--- config.mk ---
export PLATFORM = sky130hd
export DESIGN_NAME = guillotine_rect_packer_top_flat
export DESIGN_NICKNAME = d
export VERILOG_FILES = /design/src/rtl/core/grp_pkg.sv /design/src/rtl/core/grp_stream_if.sv /design/src/rtl/core/grp_ctrl.sv /design/src/rtl/core/grp_dp.sv /design/src/rtl/core/guillotine_rect_packer_top.sv /design/src/flat_wrapper.sv
export SDC_FILE = /design/constraint.sdc
export NUM_CORES = 2
export LEC_CHECK = 0
export ABC_AREA = 1
export BUFFER_PORTS_ARGS = -buffer_cell sky130_fd_sc_hd__buf_4
export CORE_UTILIZATION = 40
export DETAILED_ROUTE_END_ITERATION = 8
export PLACE_DENSITY = 0.53
export RECOVER_POWER = 25
export SYNTH_ARGS = -nofsm -noshare
export SYNTH_HDL_FRONTEND = slang
export SYNTH_SLANG_ARGS = --single-unit
export TNS_END_PERCENT = 1
--- constraint.sdc ---
create_clock -name clk -period 11.2 [get_ports clk]
set_input_delay 2.24 -clock clk [delete_from_list [all_inputs] [get_ports clk]]
set_output_delay 2.24 -clock clk [all_outputs]
set_load 0.005 [all_outputs]
--- src/rtl/core/grp_pkg.sv ---
// ----------------------------------------------------------------------------
// grp_pkg
// Types, codes and helpers shared by the guillotine rectangle packer.
// ----------------------------------------------------------------------------
package grp_pkg;

  localparam int SIDE_W     = 15;
  localparam int POS_W      = 14;
  localparam int TILE_W     = 16;
  localparam int AREA_W     = 32;
  localparam int ALIGN_LOG2 = 2;
  localparam int ALIGN      = 1 << ALIGN_LOG2;
  localparam int PAD        = 2;

  typedef logic [SIDE_W-1:0] side_t;
  typedef logic [POS_W-1:0]  pos_t;
  typedef logic [TILE_W-1:0] tile_t;
  typedef logic [AREA_W-1:0] area_t;

  localparam side_t RESET_MAX_SIDE  = 15'd8192;
  localparam side_t RESET_INIT_SIDE = 15'd256;

  // Request kinds
  localparam logic KIND_PLACE   = 1'b0;
  localparam logic KIND_RELEASE = 1'b1;

  // Result status codes
  localparam logic [1:0] ST_PLACED   = 2'd0;
  localparam logic [1:0] ST_NO_SPACE = 2'd1;
  localparam logic [1:0] ST_RELEASED = 2'd2;
  localparam logic [1:0] ST_DROPPED  = 2'd3;

  // Register index, taken from paddr[2]
  localparam logic REG_MAX_SIDE  = 1'b0;
  localparam logic REG_INIT_SIDE = 1'b1;

  typedef struct packed {
    side_t left;
    side_t top;
    side_t w;
    side_t h;
  } rect_t;

  typedef struct packed {
    logic  kind;
    pos_t  rect_left;
    pos_t  rect_top;
    side_t rect_width;
    side_t rect_height;
  } req_t;

  typedef struct packed {
    logic [1:0] status;
    pos_t       place_x;
    pos_t       place_y;
    side_t      canvas_width;
    side_t      canvas_height;
    logic [3:0] grow_count;
  } res_t;

  typedef struct packed {
    side_t max_side;
    side_t init_side;
    logic  reinit;
    side_t reinit_side;
  } cfg_t;

  typedef enum logic [4:0] {
    S_INIT, S_IDLE, S_DISPATCH, S_RELEASE, S_SCAN_RD, S_SCAN_CK, S_GROW,
    S_MUL1, S_MUL2, S_SPLIT, S_UPDATE, S_RM_RD, S_RM_WR, S_RM_END, S_APPEND,
    S_SK_RD, S_SK_LAT, S_SK_AREA, S_SC_RD, S_SC_MUL, S_SC_CMP, S_SC_PLACE,
    S_FINISH, S_DONE
  } state_t;

  typedef enum logic [4:0] {
    OP_NONE, OP_INIT, OP_LOAD, OP_RELEASE, OP_SCAN_RD, OP_SCAN_CK, OP_GROW,
    OP_MUL1, OP_MUL2, OP_SPLIT, OP_UPDATE, OP_RM_RD, OP_RM_WR, OP_RM_END,
    OP_APPEND, OP_SK_RD, OP_SK_LAT, OP_SK_AREA, OP_SC_RD, OP_SC_MUL,
    OP_SC_CMP, OP_SC_PLACE, OP_FINISH
  } op_t;

  typedef struct packed {
    logic is_release;
    logic idx_lt_count;
    logic fits;
    logic grow_ok;
    logic s_empty;
    logic rm_more;
    logic j_nz;
    logic area_gt;
  } stat_t;

  // Pad a tile side by two and round up to the alignment
  function automatic tile_t round_tile(side_t v);
    tile_t t;
    t = tile_t'({1'b0, v}) + tile_t'(PAD) + tile_t'(ALIGN - 1);
    return t & ~tile_t'(ALIGN - 1);
  endfunction

endpackage

--- src/rtl/core/grp_stream_if.sv ---
// ----------------------------------------------------------------------------
// grp_stream_if
// Valid/ready channel carrying one payload item per request.
// ----------------------------------------------------------------------------
interface grp_stream_if #(parameter type payload_t = logic);
  logic     valid;
  logic     ready;
  payload_t payload;

  modport source (output valid, output payload, input ready);
  modport sink   (input valid, input payload, output ready);
endinterface

--- src/rtl/core/grp_ctrl.sv ---
// ----------------------------------------------------------------------------
// grp_ctrl
// Sequencer for the packer: release, scan, grow, split, remove, append and sort steps.
// ----------------------------------------------------------------------------
module grp_ctrl
  import grp_pkg::*;
(
  input  logic  clk,
  input  logic  rst,
  input  logic  req_valid,
  output logic  req_ready,
  output logic  res_valid,
  input  logic  res_ready,
  input  stat_t stat,
  output op_t   op
);

  state_t state, state_next;

  always_ff @(posedge clk) begin
    if (rst) state <= S_INIT;
    else     state <= state_next;
  end

  // Next state
  always_comb begin
    state_next = state;
    unique case (state)
      S_INIT:     state_next = S_IDLE;
      S_IDLE:     if (req_valid) state_next = S_DISPATCH;
      S_DISPATCH: state_next = stat.is_release ? S_RELEASE : S_SCAN_RD;
      S_RELEASE:  state_next = S_FINISH;
      S_SCAN_RD:  state_next = stat.idx_lt_count ? S_SCAN_CK : S_GROW;
      S_SCAN_CK:  state_next = stat.fits ? S_MUL1 : S_SCAN_RD;
      S_GROW:     state_next = stat.grow_ok ? S_SCAN_RD : S_FINISH;
      S_MUL1:     state_next = S_MUL2;
      S_MUL2:     state_next = S_SPLIT;
      S_SPLIT:    state_next = S_UPDATE;
      S_UPDATE:   state_next = stat.s_empty ? S_RM_RD : S_APPEND;
      S_RM_RD:    state_next = stat.rm_more ? S_RM_WR : S_RM_END;
      S_RM_WR:    state_next = S_RM_RD;
      S_RM_END:   state_next = S_APPEND;
      S_APPEND:   state_next = S_SK_RD;
      S_SK_RD:    state_next = stat.idx_lt_count ? S_SK_LAT : S_FINISH;
      S_SK_LAT:   state_next = S_SK_AREA;
      S_SK_AREA:  state_next = S_SC_RD;
      S_SC_RD:    state_next = stat.j_nz ? S_SC_MUL : S_SC_PLACE;
      S_SC_MUL:   state_next = S_SC_CMP;
      S_SC_CMP:   state_next = stat.area_gt ? S_SC_RD : S_SC_PLACE;
      S_SC_PLACE: state_next = S_SK_RD;
      S_FINISH:   state_next = S_DONE;
      S_DONE:     if (res_ready) state_next = S_IDLE;
      default:    state_next = S_INIT;
    endcase
  end

  // Outputs
  always_comb begin
    op        = OP_NONE;
    req_ready = 1'b0;
    res_valid = 1'b0;
    unique case (state)
      S_INIT:     op = OP_INIT;
      S_IDLE: begin
        req_ready = 1'b1;
        if (req_valid) op = OP_LOAD;
      end
      S_DISPATCH: op = OP_NONE;
      S_RELEASE:  op = OP_RELEASE;
      S_SCAN_RD:  op = OP_SCAN_RD;
      S_SCAN_CK:  op = OP_SCAN_CK;
      S_GROW:     op = OP_GROW;
      S_MUL1:     op = OP_MUL1;
      S_MUL2:     op = OP_MUL2;
      S_SPLIT:    op = OP_SPLIT;
      S_UPDATE:   op = OP_UPDATE;
      S_RM_RD:    op = OP_RM_RD;
      S_RM_WR:    op = OP_RM_WR;
      S_RM_END:   op = OP_RM_END;
      S_APPEND:   op = OP_APPEND;
      S_SK_RD:    op = OP_SK_RD;
      S_SK_LAT:   op = OP_SK_LAT;
      S_SK_AREA:  op = OP_SK_AREA;
      S_SC_RD:    op = OP_SC_RD;
      S_SC_MUL:   op = OP_SC_MUL;
      S_SC_CMP:   op = OP_SC_CMP;
      S_SC_PLACE: op = OP_SC_PLACE;
      S_FINISH:   op = OP_FINISH;
      S_DONE:     res_valid = 1'b1;
      default:    op = OP_NONE;
    endcase
  end

endmodule

--- src/rtl/core/grp_dp.sv ---
// ----------------------------------------------------------------------------
// grp_dp
// Packer datapath: free-rectangle memory, canvas, shared multiplier, result.
// ----------------------------------------------------------------------------
module grp_dp
  import grp_pkg::*;
#(
  parameter int MAX_FREE = 32
)
(
  input  logic  clk,
  input  logic  rst,
  input  op_t   op,
  input  cfg_t  cfg,
  input  req_t  req_payload,
  output stat_t stat,
  output res_t  res_payload
);

  localparam int AW = $clog2(MAX_FREE);
  localparam int CW = $clog2(MAX_FREE + 1);
  localparam logic [CW-1:0] CNT_MAX = CW'(MAX_FREE);

  // Free-rectangle store
  rect_t mem [MAX_FREE];
  rect_t mem_q;

  logic          kind;
  rect_t         rel;
  tile_t         tw, th;
  logic [CW-1:0] count, idx, j;
  rect_t         s, cut, key;
  area_t         ka, mul_q, p1;
  logic          found, dropped;
  logic [3:0]    grows;
  pos_t          px, py;
  side_t         canvas_w, canvas_h;
  res_t          res_q;

  // Canvas growth
  tile_t nw, nh;
  logic  grow_ok;
  rect_t strip;

  always_comb begin
    if (canvas_h <= canvas_w) begin
      nh = {canvas_h, 1'b0};
      nw = {1'b0, canvas_w};
    end else begin
      nw = {canvas_w, 1'b0};
      nh = {1'b0, canvas_h};
    end
    grow_ok = (nw <= {1'b0, cfg.max_side}) && (nh <= {1'b0, cfg.max_side}) &&
              !((nw == {1'b0, canvas_w}) && (nh == {1'b0, canvas_h}));
    if (nw > {1'b0, canvas_w})
      strip = '{left: canvas_w, top: '0, w: side_t'(nw - {1'b0, canvas_w}),
                h: side_t'(nh)};
    else
      strip = '{left: '0, top: canvas_h, w: side_t'(nw),
                h: side_t'(nh - {1'b0, canvas_h})};
  end

  // Leftover of the chosen space
  tile_t rem_w, rem_h;
  assign rem_w = {1'b0, s.w} - tw;
  assign rem_h = {1'b0, s.h} - th;

  // Shared multiplier operands
  tile_t mul_a, mul_b;
  always_comb begin
    case (op)
      OP_MUL1: begin
        mul_a = tw;
        mul_b = rem_h;
      end
      OP_MUL2: begin
        mul_a = th;
        mul_b = rem_w;
      end
      default: begin
        mul_a = {1'b0, mem_q.w};
        mul_b = {1'b0, mem_q.h};
      end
    endcase
  end

  // Guillotine split; mul_q holds the vertical-cut product here
  rect_t s_split, cut_split;
  always_comb begin
    if (mul_q > p1) begin
      cut_split = '{left: side_t'(s.left + tw), top: s.top, w: side_t'(rem_w), h: s.h};
      s_split   = '{left: s.left, top: side_t'(s.top + th), w: side_t'(tw),
                    h: side_t'(rem_h)};
    end else begin
      cut_split = '{left: s.left, top: side_t'(s.top + th), w: s.w, h: side_t'(rem_h)};
      s_split   = '{left: side_t'(s.left + tw), top: s.top, w: side_t'(rem_w),
                    h: side_t'(th)};
    end
  end

  // Append request and memory port selection
  logic    push_en, push_ok;
  rect_t   push_rect;
  logic    wr_en, rd_en;
  logic [AW-1:0] wr_addr, rd_addr;
  rect_t   wr_data;
  logic [CW:0]   idx_inc;

  assign idx_inc = {1'b0, idx} + (CW+1)'(1);
  assign push_ok = count < CNT_MAX;

  always_comb begin
    push_en   = 1'b0;
    push_rect = rel;
    case (op)
      OP_RELEASE: push_en = (rel.w != '0) && (rel.h != '0);
      OP_GROW: begin
        push_en   = grow_ok;
        push_rect = strip;
      end
      OP_APPEND: begin
        push_en   = (cut.w != '0) && (cut.h != '0);
        push_rect = cut;
      end
      default: push_en = 1'b0;
    endcase
  end

  always_comb begin
    wr_en   = 1'b0;
    wr_addr = count[AW-1:0];
    wr_data = push_rect;
    rd_en   = 1'b0;
    rd_addr = idx[AW-1:0];
    if (cfg.reinit) begin
      wr_en   = 1'b1;
      wr_addr = '0;
      wr_data = '{left: '0, top: '0, w: cfg.reinit_side, h: cfg.reinit_side};
    end else begin
      case (op)
        OP_INIT: begin
          wr_en   = 1'b1;
          wr_addr = '0;
          wr_data = '{left: '0, top: '0, w: cfg.init_side, h: cfg.init_side};
        end
        OP_RELEASE, OP_GROW, OP_APPEND: wr_en = push_en && push_ok;
        OP_UPDATE: begin
          wr_en   = (s.w != '0) && (s.h != '0);
          wr_addr = idx[AW-1:0];
          wr_data = s;
        end
        OP_RM_WR: begin
          wr_en   = 1'b1;
          wr_addr = idx[AW-1:0];
          wr_data = mem_q;
        end
        OP_SC_CMP: begin
          wr_en   = mul_q > ka;
          wr_addr = j[AW-1:0];
          wr_data = mem_q;
        end
        OP_SC_PLACE: begin
          wr_en   = 1'b1;
          wr_addr = j[AW-1:0];
          wr_data = key;
        end
        default: wr_en = 1'b0;
      endcase
      case (op)
        OP_SCAN_RD, OP_SK_RD: rd_en = 1'b1;
        OP_RM_RD: begin
          rd_en   = 1'b1;
          rd_addr = idx_inc[AW-1:0];
        end
        OP_SC_RD: begin
          rd_en   = 1'b1;
          rd_addr = AW'(j - CW'(1));
        end
        default: rd_en = 1'b0;
      endcase
    end
  end

  // Memory
  always_ff @(posedge clk) begin
    if (wr_en) mem[wr_addr] <= wr_data;
    if (rd_en) mem_q <= mem[rd_addr];
  end

  // Multiplier register
  always_ff @(posedge clk) begin
    case (op)
      OP_MUL1, OP_MUL2, OP_SK_LAT, OP_SC_MUL: mul_q <= mul_a * mul_b;
      default: mul_q <= mul_q;
    endcase
  end

  // Control registers: list fill, indexes, canvas, flags
  always_ff @(posedge clk) begin
    if (rst) begin
      count    <= '0;
      idx      <= '0;
      j        <= '0;
      canvas_w <= RESET_INIT_SIDE;
      canvas_h <= RESET_INIT_SIDE;
      found    <= 1'b0;
      dropped  <= 1'b0;
      grows    <= '0;
    end else if (cfg.reinit) begin
      count    <= CW'(1);
      canvas_w <= cfg.reinit_side;
      canvas_h <= cfg.reinit_side;
    end else begin
      if (push_en) begin
        if (push_ok) count <= count + CW'(1);
        else         dropped <= 1'b1;
      end
      case (op)
        OP_INIT: begin
          count    <= CW'(1);
          canvas_w <= cfg.init_side;
          canvas_h <= cfg.init_side;
        end
        OP_LOAD: begin
          idx     <= '0;
          found   <= 1'b0;
          dropped <= 1'b0;
          grows   <= '0;
        end
        OP_SCAN_CK: begin
          if ({1'b0, mem_q.w} >= tw && {1'b0, mem_q.h} >= th) found <= 1'b1;
          else idx <= idx + CW'(1);
        end
        OP_GROW: begin
          if (grow_ok) begin
            canvas_w <= side_t'(nw);
            canvas_h <= side_t'(nh);
            idx      <= '0;
            if (grows != 4'hF) grows <= grows + 4'd1;
          end
        end
        OP_RM_WR:    idx <= idx + CW'(1);
        OP_RM_END:   count <= count - CW'(1);
        OP_APPEND:   idx <= CW'(1);
        OP_SK_LAT:   j <= idx;
        OP_SC_CMP:   if (mul_q > ka) j <= j - CW'(1);
        OP_SC_PLACE: idx <= idx + CW'(1);
        default: ;
      endcase
    end
  end

  // Payload registers
  always_ff @(posedge clk) begin
    case (op)
      OP_LOAD: begin
        kind <= req_payload.kind;
        rel  <= '{left: {1'b0, req_payload.rect_left}, top: {1'b0, req_payload.rect_top},
                  w: req_payload.rect_width, h: req_payload.rect_height};
        tw   <= round_tile(req_payload.rect_width);
        th   <= round_tile(req_payload.rect_height);
        px   <= '0;
        py   <= '0;
      end
      OP_SCAN_CK: s <= mem_q;
      OP_MUL2:    p1 <= mul_q;
      OP_SPLIT: begin
        s   <= s_split;
        cut <= cut_split;
        px  <= pos_t'(s.left + side_t'(1));
        py  <= pos_t'(s.top + side_t'(1));
      end
      OP_SK_LAT:  key <= mem_q;
      OP_SK_AREA: ka <= mul_q;
      OP_FINISH: begin
        if (kind == KIND_RELEASE)
          res_q.status <= dropped ? ST_DROPPED : ST_RELEASED;
        else if (!found)
          res_q.status <= ST_NO_SPACE;
        else
          res_q.status <= dropped ? ST_DROPPED : ST_PLACED;
        res_q.place_x       <= found ? px : '0;
        res_q.place_y       <= found ? py : '0;
        res_q.canvas_width  <= canvas_w;
        res_q.canvas_height <= canvas_h;
        res_q.grow_count    <= grows;
      end
      default: ;
    endcase
  end

  assign res_payload = res_q;

  // Status to the sequencer
  always_comb begin
    stat.is_release   = kind == KIND_RELEASE;
    stat.idx_lt_count = idx < count;
    stat.fits         = ({1'b0, mem_q.w} >= tw) && ({1'b0, mem_q.h} >= th);
    stat.grow_ok      = grow_ok;
    stat.s_empty      = (s.w == '0) || (s.h == '0);
    stat.rm_more      = idx_inc < {1'b0, count};
    stat.j_nz         = j != '0;
    stat.area_gt      = mul_q > ka;
  end

endmodule

--- src/rtl/core/guillotine_rect_packer_top.sv ---
// ----------------------------------------------------------------------------
// guillotine_rect_packer_top
// Guillotine rectangle packer on a growable canvas with an area-sorted list.
// ----------------------------------------------------------------------------
// Handles one request at a time; a new request is taken only back in idle,
// after the result handshake. A release appends the freed rectangle to the
// free list. A place scans the free entries for one that fits, rescanning
// from the start after each canvas doubling, splits the chosen space, moves
// the later entries down when the chosen space is emptied, appends the cut
// piece and insertion-sorts the list by area, then presents the result. All
// of these run through the single read and single write port of the
// free-list memory and one shared multiplier. After reset the INIT state
// rewrites the first entry before requests are taken.
// ----------------------------------------------------------------------------
module guillotine_rect_packer_top
  import grp_pkg::*;
#(
  parameter int MAX_FREE = 32
)
(
  input  logic               clk,
  input  logic               rst,
  grp_stream_if.sink         req,
  grp_stream_if.source       res,
  input  logic               psel,
  input  logic               penable,
  input  logic               pwrite,
  input  logic [2:0]         paddr,
  input  logic [31:0]        pwdata,
  output logic [31:0]        prdata,
  output logic               pready
);

  side_t max_side, init_side;
  logic  cfg_wr;
  cfg_t  cfg;
  stat_t stat;
  op_t   op;
  res_t  res_payload;

  // Register file
  assign pready = 1'b1;
  assign cfg_wr = psel && penable && pwrite;

  always_ff @(posedge clk) begin
    if (rst) begin
      max_side  <= RESET_MAX_SIDE;
      init_side <= RESET_INIT_SIDE;
    end else if (cfg_wr) begin
      unique case (paddr[2])
        REG_MAX_SIDE:  max_side  <= pwdata[SIDE_W-1:0];
        REG_INIT_SIDE: init_side <= pwdata[SIDE_W-1:0];
        default: ;
      endcase
    end
  end

  always_comb begin
    unique case (paddr[2])
      REG_MAX_SIDE:  prdata = {{(32-SIDE_W){1'b0}}, max_side};
      REG_INIT_SIDE: prdata = {{(32-SIDE_W){1'b0}}, init_side};
      default:       prdata = '0;
    endcase
  end

  always_comb begin
    cfg.max_side    = max_side;
    cfg.init_side   = init_side;
    cfg.reinit      = cfg_wr && (paddr[2] == REG_INIT_SIDE);
    cfg.reinit_side = pwdata[SIDE_W-1:0];
  end

  grp_ctrl u_ctrl (
    .clk       (clk),
    .rst       (rst),
    .req_valid (req.valid),
    .req_ready (req.ready),
    .res_valid (res.valid),
    .res_ready (res.ready),
    .stat      (stat),
    .op        (op)
  );

  grp_dp #(
    .MAX_FREE (MAX_FREE)
  ) u_dp (
    .clk         (clk),
    .rst         (rst),
    .op          (op),
    .cfg         (cfg),
    .req_payload (req.payload),
    .stat        (stat),
    .res_payload (res_payload)
  );

  assign res.payload = res_payload;

endmodule
--- src/flat_wrapper.sv ---
// flat-port wrapper written by rule: the top's interface ports become plain ports
module guillotine_rect_packer_top_flat import grp_pkg::*;
#(
  parameter int MAX_FREE = 32
)
  (clk, rst, psel, penable, pwrite, paddr, pwdata, prdata, pready, req_valid, req_payload, req_ready, res_valid, res_payload, res_ready);
  grp_stream_if req_i ();
  grp_stream_if res_i ();
  input  logic clk;
  input  logic rst;
  input  logic psel;
  input  logic penable;
  input  logic pwrite;
  input  logic [2:0] paddr;
  input  logic [31:0] pwdata;
  output logic [31:0] prdata;
  output logic pready;
  input wire logic [$bits(req_i.valid)-1:0] req_valid;
  input wire logic [$bits(req_i.payload)-1:0] req_payload;
  output wire logic [$bits(req_i.ready)-1:0] req_ready;
  output wire logic [$bits(res_i.valid)-1:0] res_valid;
  output wire logic [$bits(res_i.payload)-1:0] res_payload;
  input wire logic [$bits(res_i.ready)-1:0] res_ready;
  assign req_i.valid = req_valid;
  assign req_i.payload = req_payload;
  assign req_ready = req_i.ready;
  assign res_valid = res_i.valid;
  assign res_payload = res_i.payload;
  assign res_i.ready = res_ready;
  guillotine_rect_packer_top #(.MAX_FREE(MAX_FREE)) u_core (.clk(clk), .rst(rst), .req(req_i), .res(res_i), .psel(psel), .penable(penable), .pwrite(pwrite), .paddr(paddr), .pwdata(pwdata), .prdata(prdata), .pready(pready));
endmodule
==> results.sh <==
export IMPL_ys_ff_latch=1265
export IMPL_grt_busiest_layer="met2"
export IMPL_num_vias=45864
export IMPL_portBuffers=41
export IMPL_synth_edf_count=1178
export IMPL_critPathMaxFanout=37
export IMPL_hold_path_class="reg -> reg"
export IMPL_cp_start_kind="flop"
export IMPL_drive_above_1_share_pct=6.090
export IMPL_area_growth_pct=10.64
export IMPL_syn_cell_area_um2=64370
export IMPL_vias_per_cell=5.589
export IMPL_h_tree_depth=4
export IMPL_wl_um=192700
export IMPL_use_met2_pct=38.56
export IMPL_arrival_ns=9.80
export IMPL_cts_tree="built"
export IMPL_cts_buffer_depth=3
export IMPL_clock_skew_ns=0.02900
export IMPL_drc=0
export IMPL_fmax_mhz=107.6
export IMPL_holdBufCountCts=0
export IMPL_insertion_delay_ns=0.78
export IMPL_die_h_um=403.1
export IMPL_failed_checks="capacitance limit, slew limit"
export IMPL_maxCapViolations=15
export IMPL_yosys_top_cells_area="edfxtp_1 55%, fa_1 5.7%, o21ai_0 5.6%"
export IMPL_postCtsSetupRepairBufs=0
export IMPL_floorplan_initialDensity_pct=40.45
export IMPL_synth_common_cells="1178 x edfxtp_1, 784 x nor2_1, 723 x nand2_1"
export IMPL_rsz0062_at_grt="no"
export IMPL_gr_usage_met1_pct=32.12
export IMPL_gp_congestion=0.9475
export IMPL_synthArstFlopShare_pct=0
export IMPL_rows=146
export IMPL_postSynthCellCount=5971
export IMPL_grt_pass1_wl_um=285400
export IMPL_met3_usage_pct=3.034
export IMPL_synth_top_area_share_pct=54.96
export IMPL_placed_cells=7968
export IMPL_synth_avg_cell_area_um2=10.78
export IMPL_dp_hpwl_um=120600
export IMPL_final_util_pct=44.76
export IMPL_fin_cells=8206
export IMPL_period_needed_ns=9.295
export IMPL_clk_pin_slew_worst_paths_ns=0.05
export IMPL_tightest_slew_ns=3.332
export IMPL_grt_max_degree=215
export IMPL_cts_buffers=137
export IMPL_globalRouteTotalUtil_pct=23.40
export IMPL_dieArea_um2=162500
export IMPL_cts_sinks=1265
export IMPL_synth_top_flop_cell="edfxtp_1"
export IMPL_status="finished, violations left"
export IMPL_crit_slowest_cell="clkbuf_1"
export IMPL_worst_path_most_repeated_cell="inv_1"
export IMPL_antenna_found_initial=3
export IMPL_finalCritPeriodShare_pct=82.99
export IMPL_crit_path_end_kind="flop"
export IMPL_nets=6447
export IMPL_synth_cell_types=55
export IMPL_relSlewSlack_pct=-122.2
export IMPL_ys_warn_count=0
export IMPL_cts_root_buf="clkbuf_16"
export IMPL_core_area_um2=159100
export IMPL_path_class="reg -> reg"
export IMPL_wire_per_inst_um=23.49
export IMPL_grt_pass1_vias=43702
export IMPL_drv_slew=574
export IMPL_ys_seq_area_share_pct=57.66
export IMPL_die_w_um=403.1
export IMPL_cp_data_required_time_ns=11.70
export IMPL_drtIter0Drc=4483
export IMPL_yosysTopAreaCell="edfxtp_1"
export IMPL_drt_pass1_iter_count=6
export IMPL_hold_viol=0
export IMPL_ant_nets=0
export IMPL_setup_violations_final=0
export IMPL_cts_resized=0
export IMPL_overflow=0
export IMPL_critical_path_max_stage_delay_ns=0.76
export IMPL_yosys_cell_count_top_type="edfxtp_1"
export IMPL_tns_ns=0
export IMPL_io_pins=79
==> path summary, 6_finish.rpt <==
kind                            slack, ns  cells past startpoint                                start                         endpoint
worst max-delay path                 1.91                     36  u_core.u_ctrl.state[1]$_SDFFE_PP0P_  u_core.u_dp.mul_q[22]$_DFFE_PP_
worst min-delay path                 0.49                      0       u_core.u_dp.mul_q[0]$_DFFE_PP_      u_core.u_dp.ka[0]$_DFFE_PN_
worst max register to register       1.91                     36  u_core.u_ctrl.state[1]$_SDFFE_PP0P_  u_core.u_dp.mul_q[22]$_DFFE_PP_
worst min register to register       0.49                      0       u_core.u_dp.mul_q[0]$_DFFE_PP_      u_core.u_dp.ka[0]$_DFFE_PN_
==> critical path, delay by kind of cell (launching register included) <==
kind	cells	cell delay (ns)
AO/OA/AOI/OAI	8	1.54
XOR/XNOR	1	0.15
adder cells (fa/ha/maj)	7	3.32
buffers and inverters	13	2.56
flip-flops	1	0.49
AND/OR/NAND/NOR	7	0.94
==> routing by layer <==
layer	up-vias	wire, µm
li1	21049	-
met1	22877	83370
met2	1609	91700
met3	329	12000
met4	0	5653
met5	-	0
==> kinds of logic after synthesis <==
group | after synthesis | synth area share (%)
adder cells (fa/ha/maj) | 443 | 10.76
XOR/XNOR | 78 | 1.061
other | 2 | 0.01167
AND/OR/NAND/NOR | 1848 | 11.65
AO/OA/AOI/OAI | 1405 | 13.03
buffers and inverters | 930 | 5.824
flip-flops | 1265 | 57.66
==> placed cells by master, fill, tap and decap left out, types with 6 or more instances in the layout <==
| cell type | synthesis | layout |
|---|---|---|
| inv_1 | 596 | 596 |
| o221ai_1 | 257 | 257 |
| nor3_1 | 31 | 31 |
| a21oi_1 | 266 | 264 |
| conb_1 | 2 | 33 |
| dfxtp_1 | 87 | 87 |
| a31oi_1 | 8 | 8 |
| o211ai_1 | 20 | 20 |
| clkinv_1 | 6 | 34 |
| ha_1 | 259 | 259 |
| edfxtp_1 | 1178 | 1178 |
| or2_2 | 6 | 6 |
| o21ai_0 | 716 | 717 |
| nor2_1 | 784 | 746 |
| nand3b_1 | 9 | 9 |
| clkbuf_1 | 172 | 56 |
| o2111ai_1 | 9 | 9 |
| xnor2_1 | 17 | 17 |
| a22oi_1 | 12 | 12 |
| a21boi_0 | 6 | 6 |
| nand3_1 | 223 | 223 |
| fa_1 | 184 | 184 |
| nor2_2 | 9 | 10 |
| a21o_1 | 9 | 9 |
| nor4_1 | 22 | 22 |
| clkinv_2 | 0 | 22 |
| nand2_1 | 723 | 724 |
| nor2_4 | 0 | 37 |
| xor2_1 | 61 | 61 |
| nand4_1 | 25 | 25 |
| buf_4 | 24 | 109 |
| inv_16 | 0 | 6 |
| clkbuf_16 | 0 | 140 |
| o22ai_1 | 50 | 50 |
| a221oi_1 | 19 | 19 |
==> final cells by class <==
class                   count  area [µm²]
flip-flops and latches   1265       37120
repair buffers            144        1017
clock inverters            66       535.5
fillers                 15044       87890
diodes                      1       2.502
inverters                 606        2293
clock buffers             171        3640
multi-input cells        3807       23930
well taps                2146        2685
==> flip-flops by register name, summed over array words and instances (netlist names) <==
name                     count
u_core.u_dp.mem            960
u_core.u_dp.ka              32
u_core.u_dp.mul_q           32
u_core.u_dp.p1              32
u_core.u_dp.cut             30
u_core.u_dp.key             30
u_core.u_dp.mem_q           30
u_core.u_dp.s               30
u_core.init_side            15
u_core.max_side             15
u_core.u_dp.canvas_h        15
u_core.u_dp.canvas_w        15
u_core.u_dp.count            6
u_core.u_dp.idx              6
u_core.u_dp.j                6
u_core.u_ctrl.state          5
u_core.u_dp.grows            4
u_core.u_dp.rel              1
u_core.u_dp.res_payload      1
==> metrics by stage <==
step	cell area [µm²]	worst slack [ns]	hold WS, ns
after CTS	71340	2.934	0.4842
final	71220	1.905	0.4883
after global placement	67170	3.048	0.4604
after detailed placement	67170	2.962	0.4711
after global routing	71220	1.254	0.5081
after floorplan	64480	2.622	0.4244
Power is not shown: default switching activity piles up to over one toggle a cycle in this logic, so the estimate is an artifact.
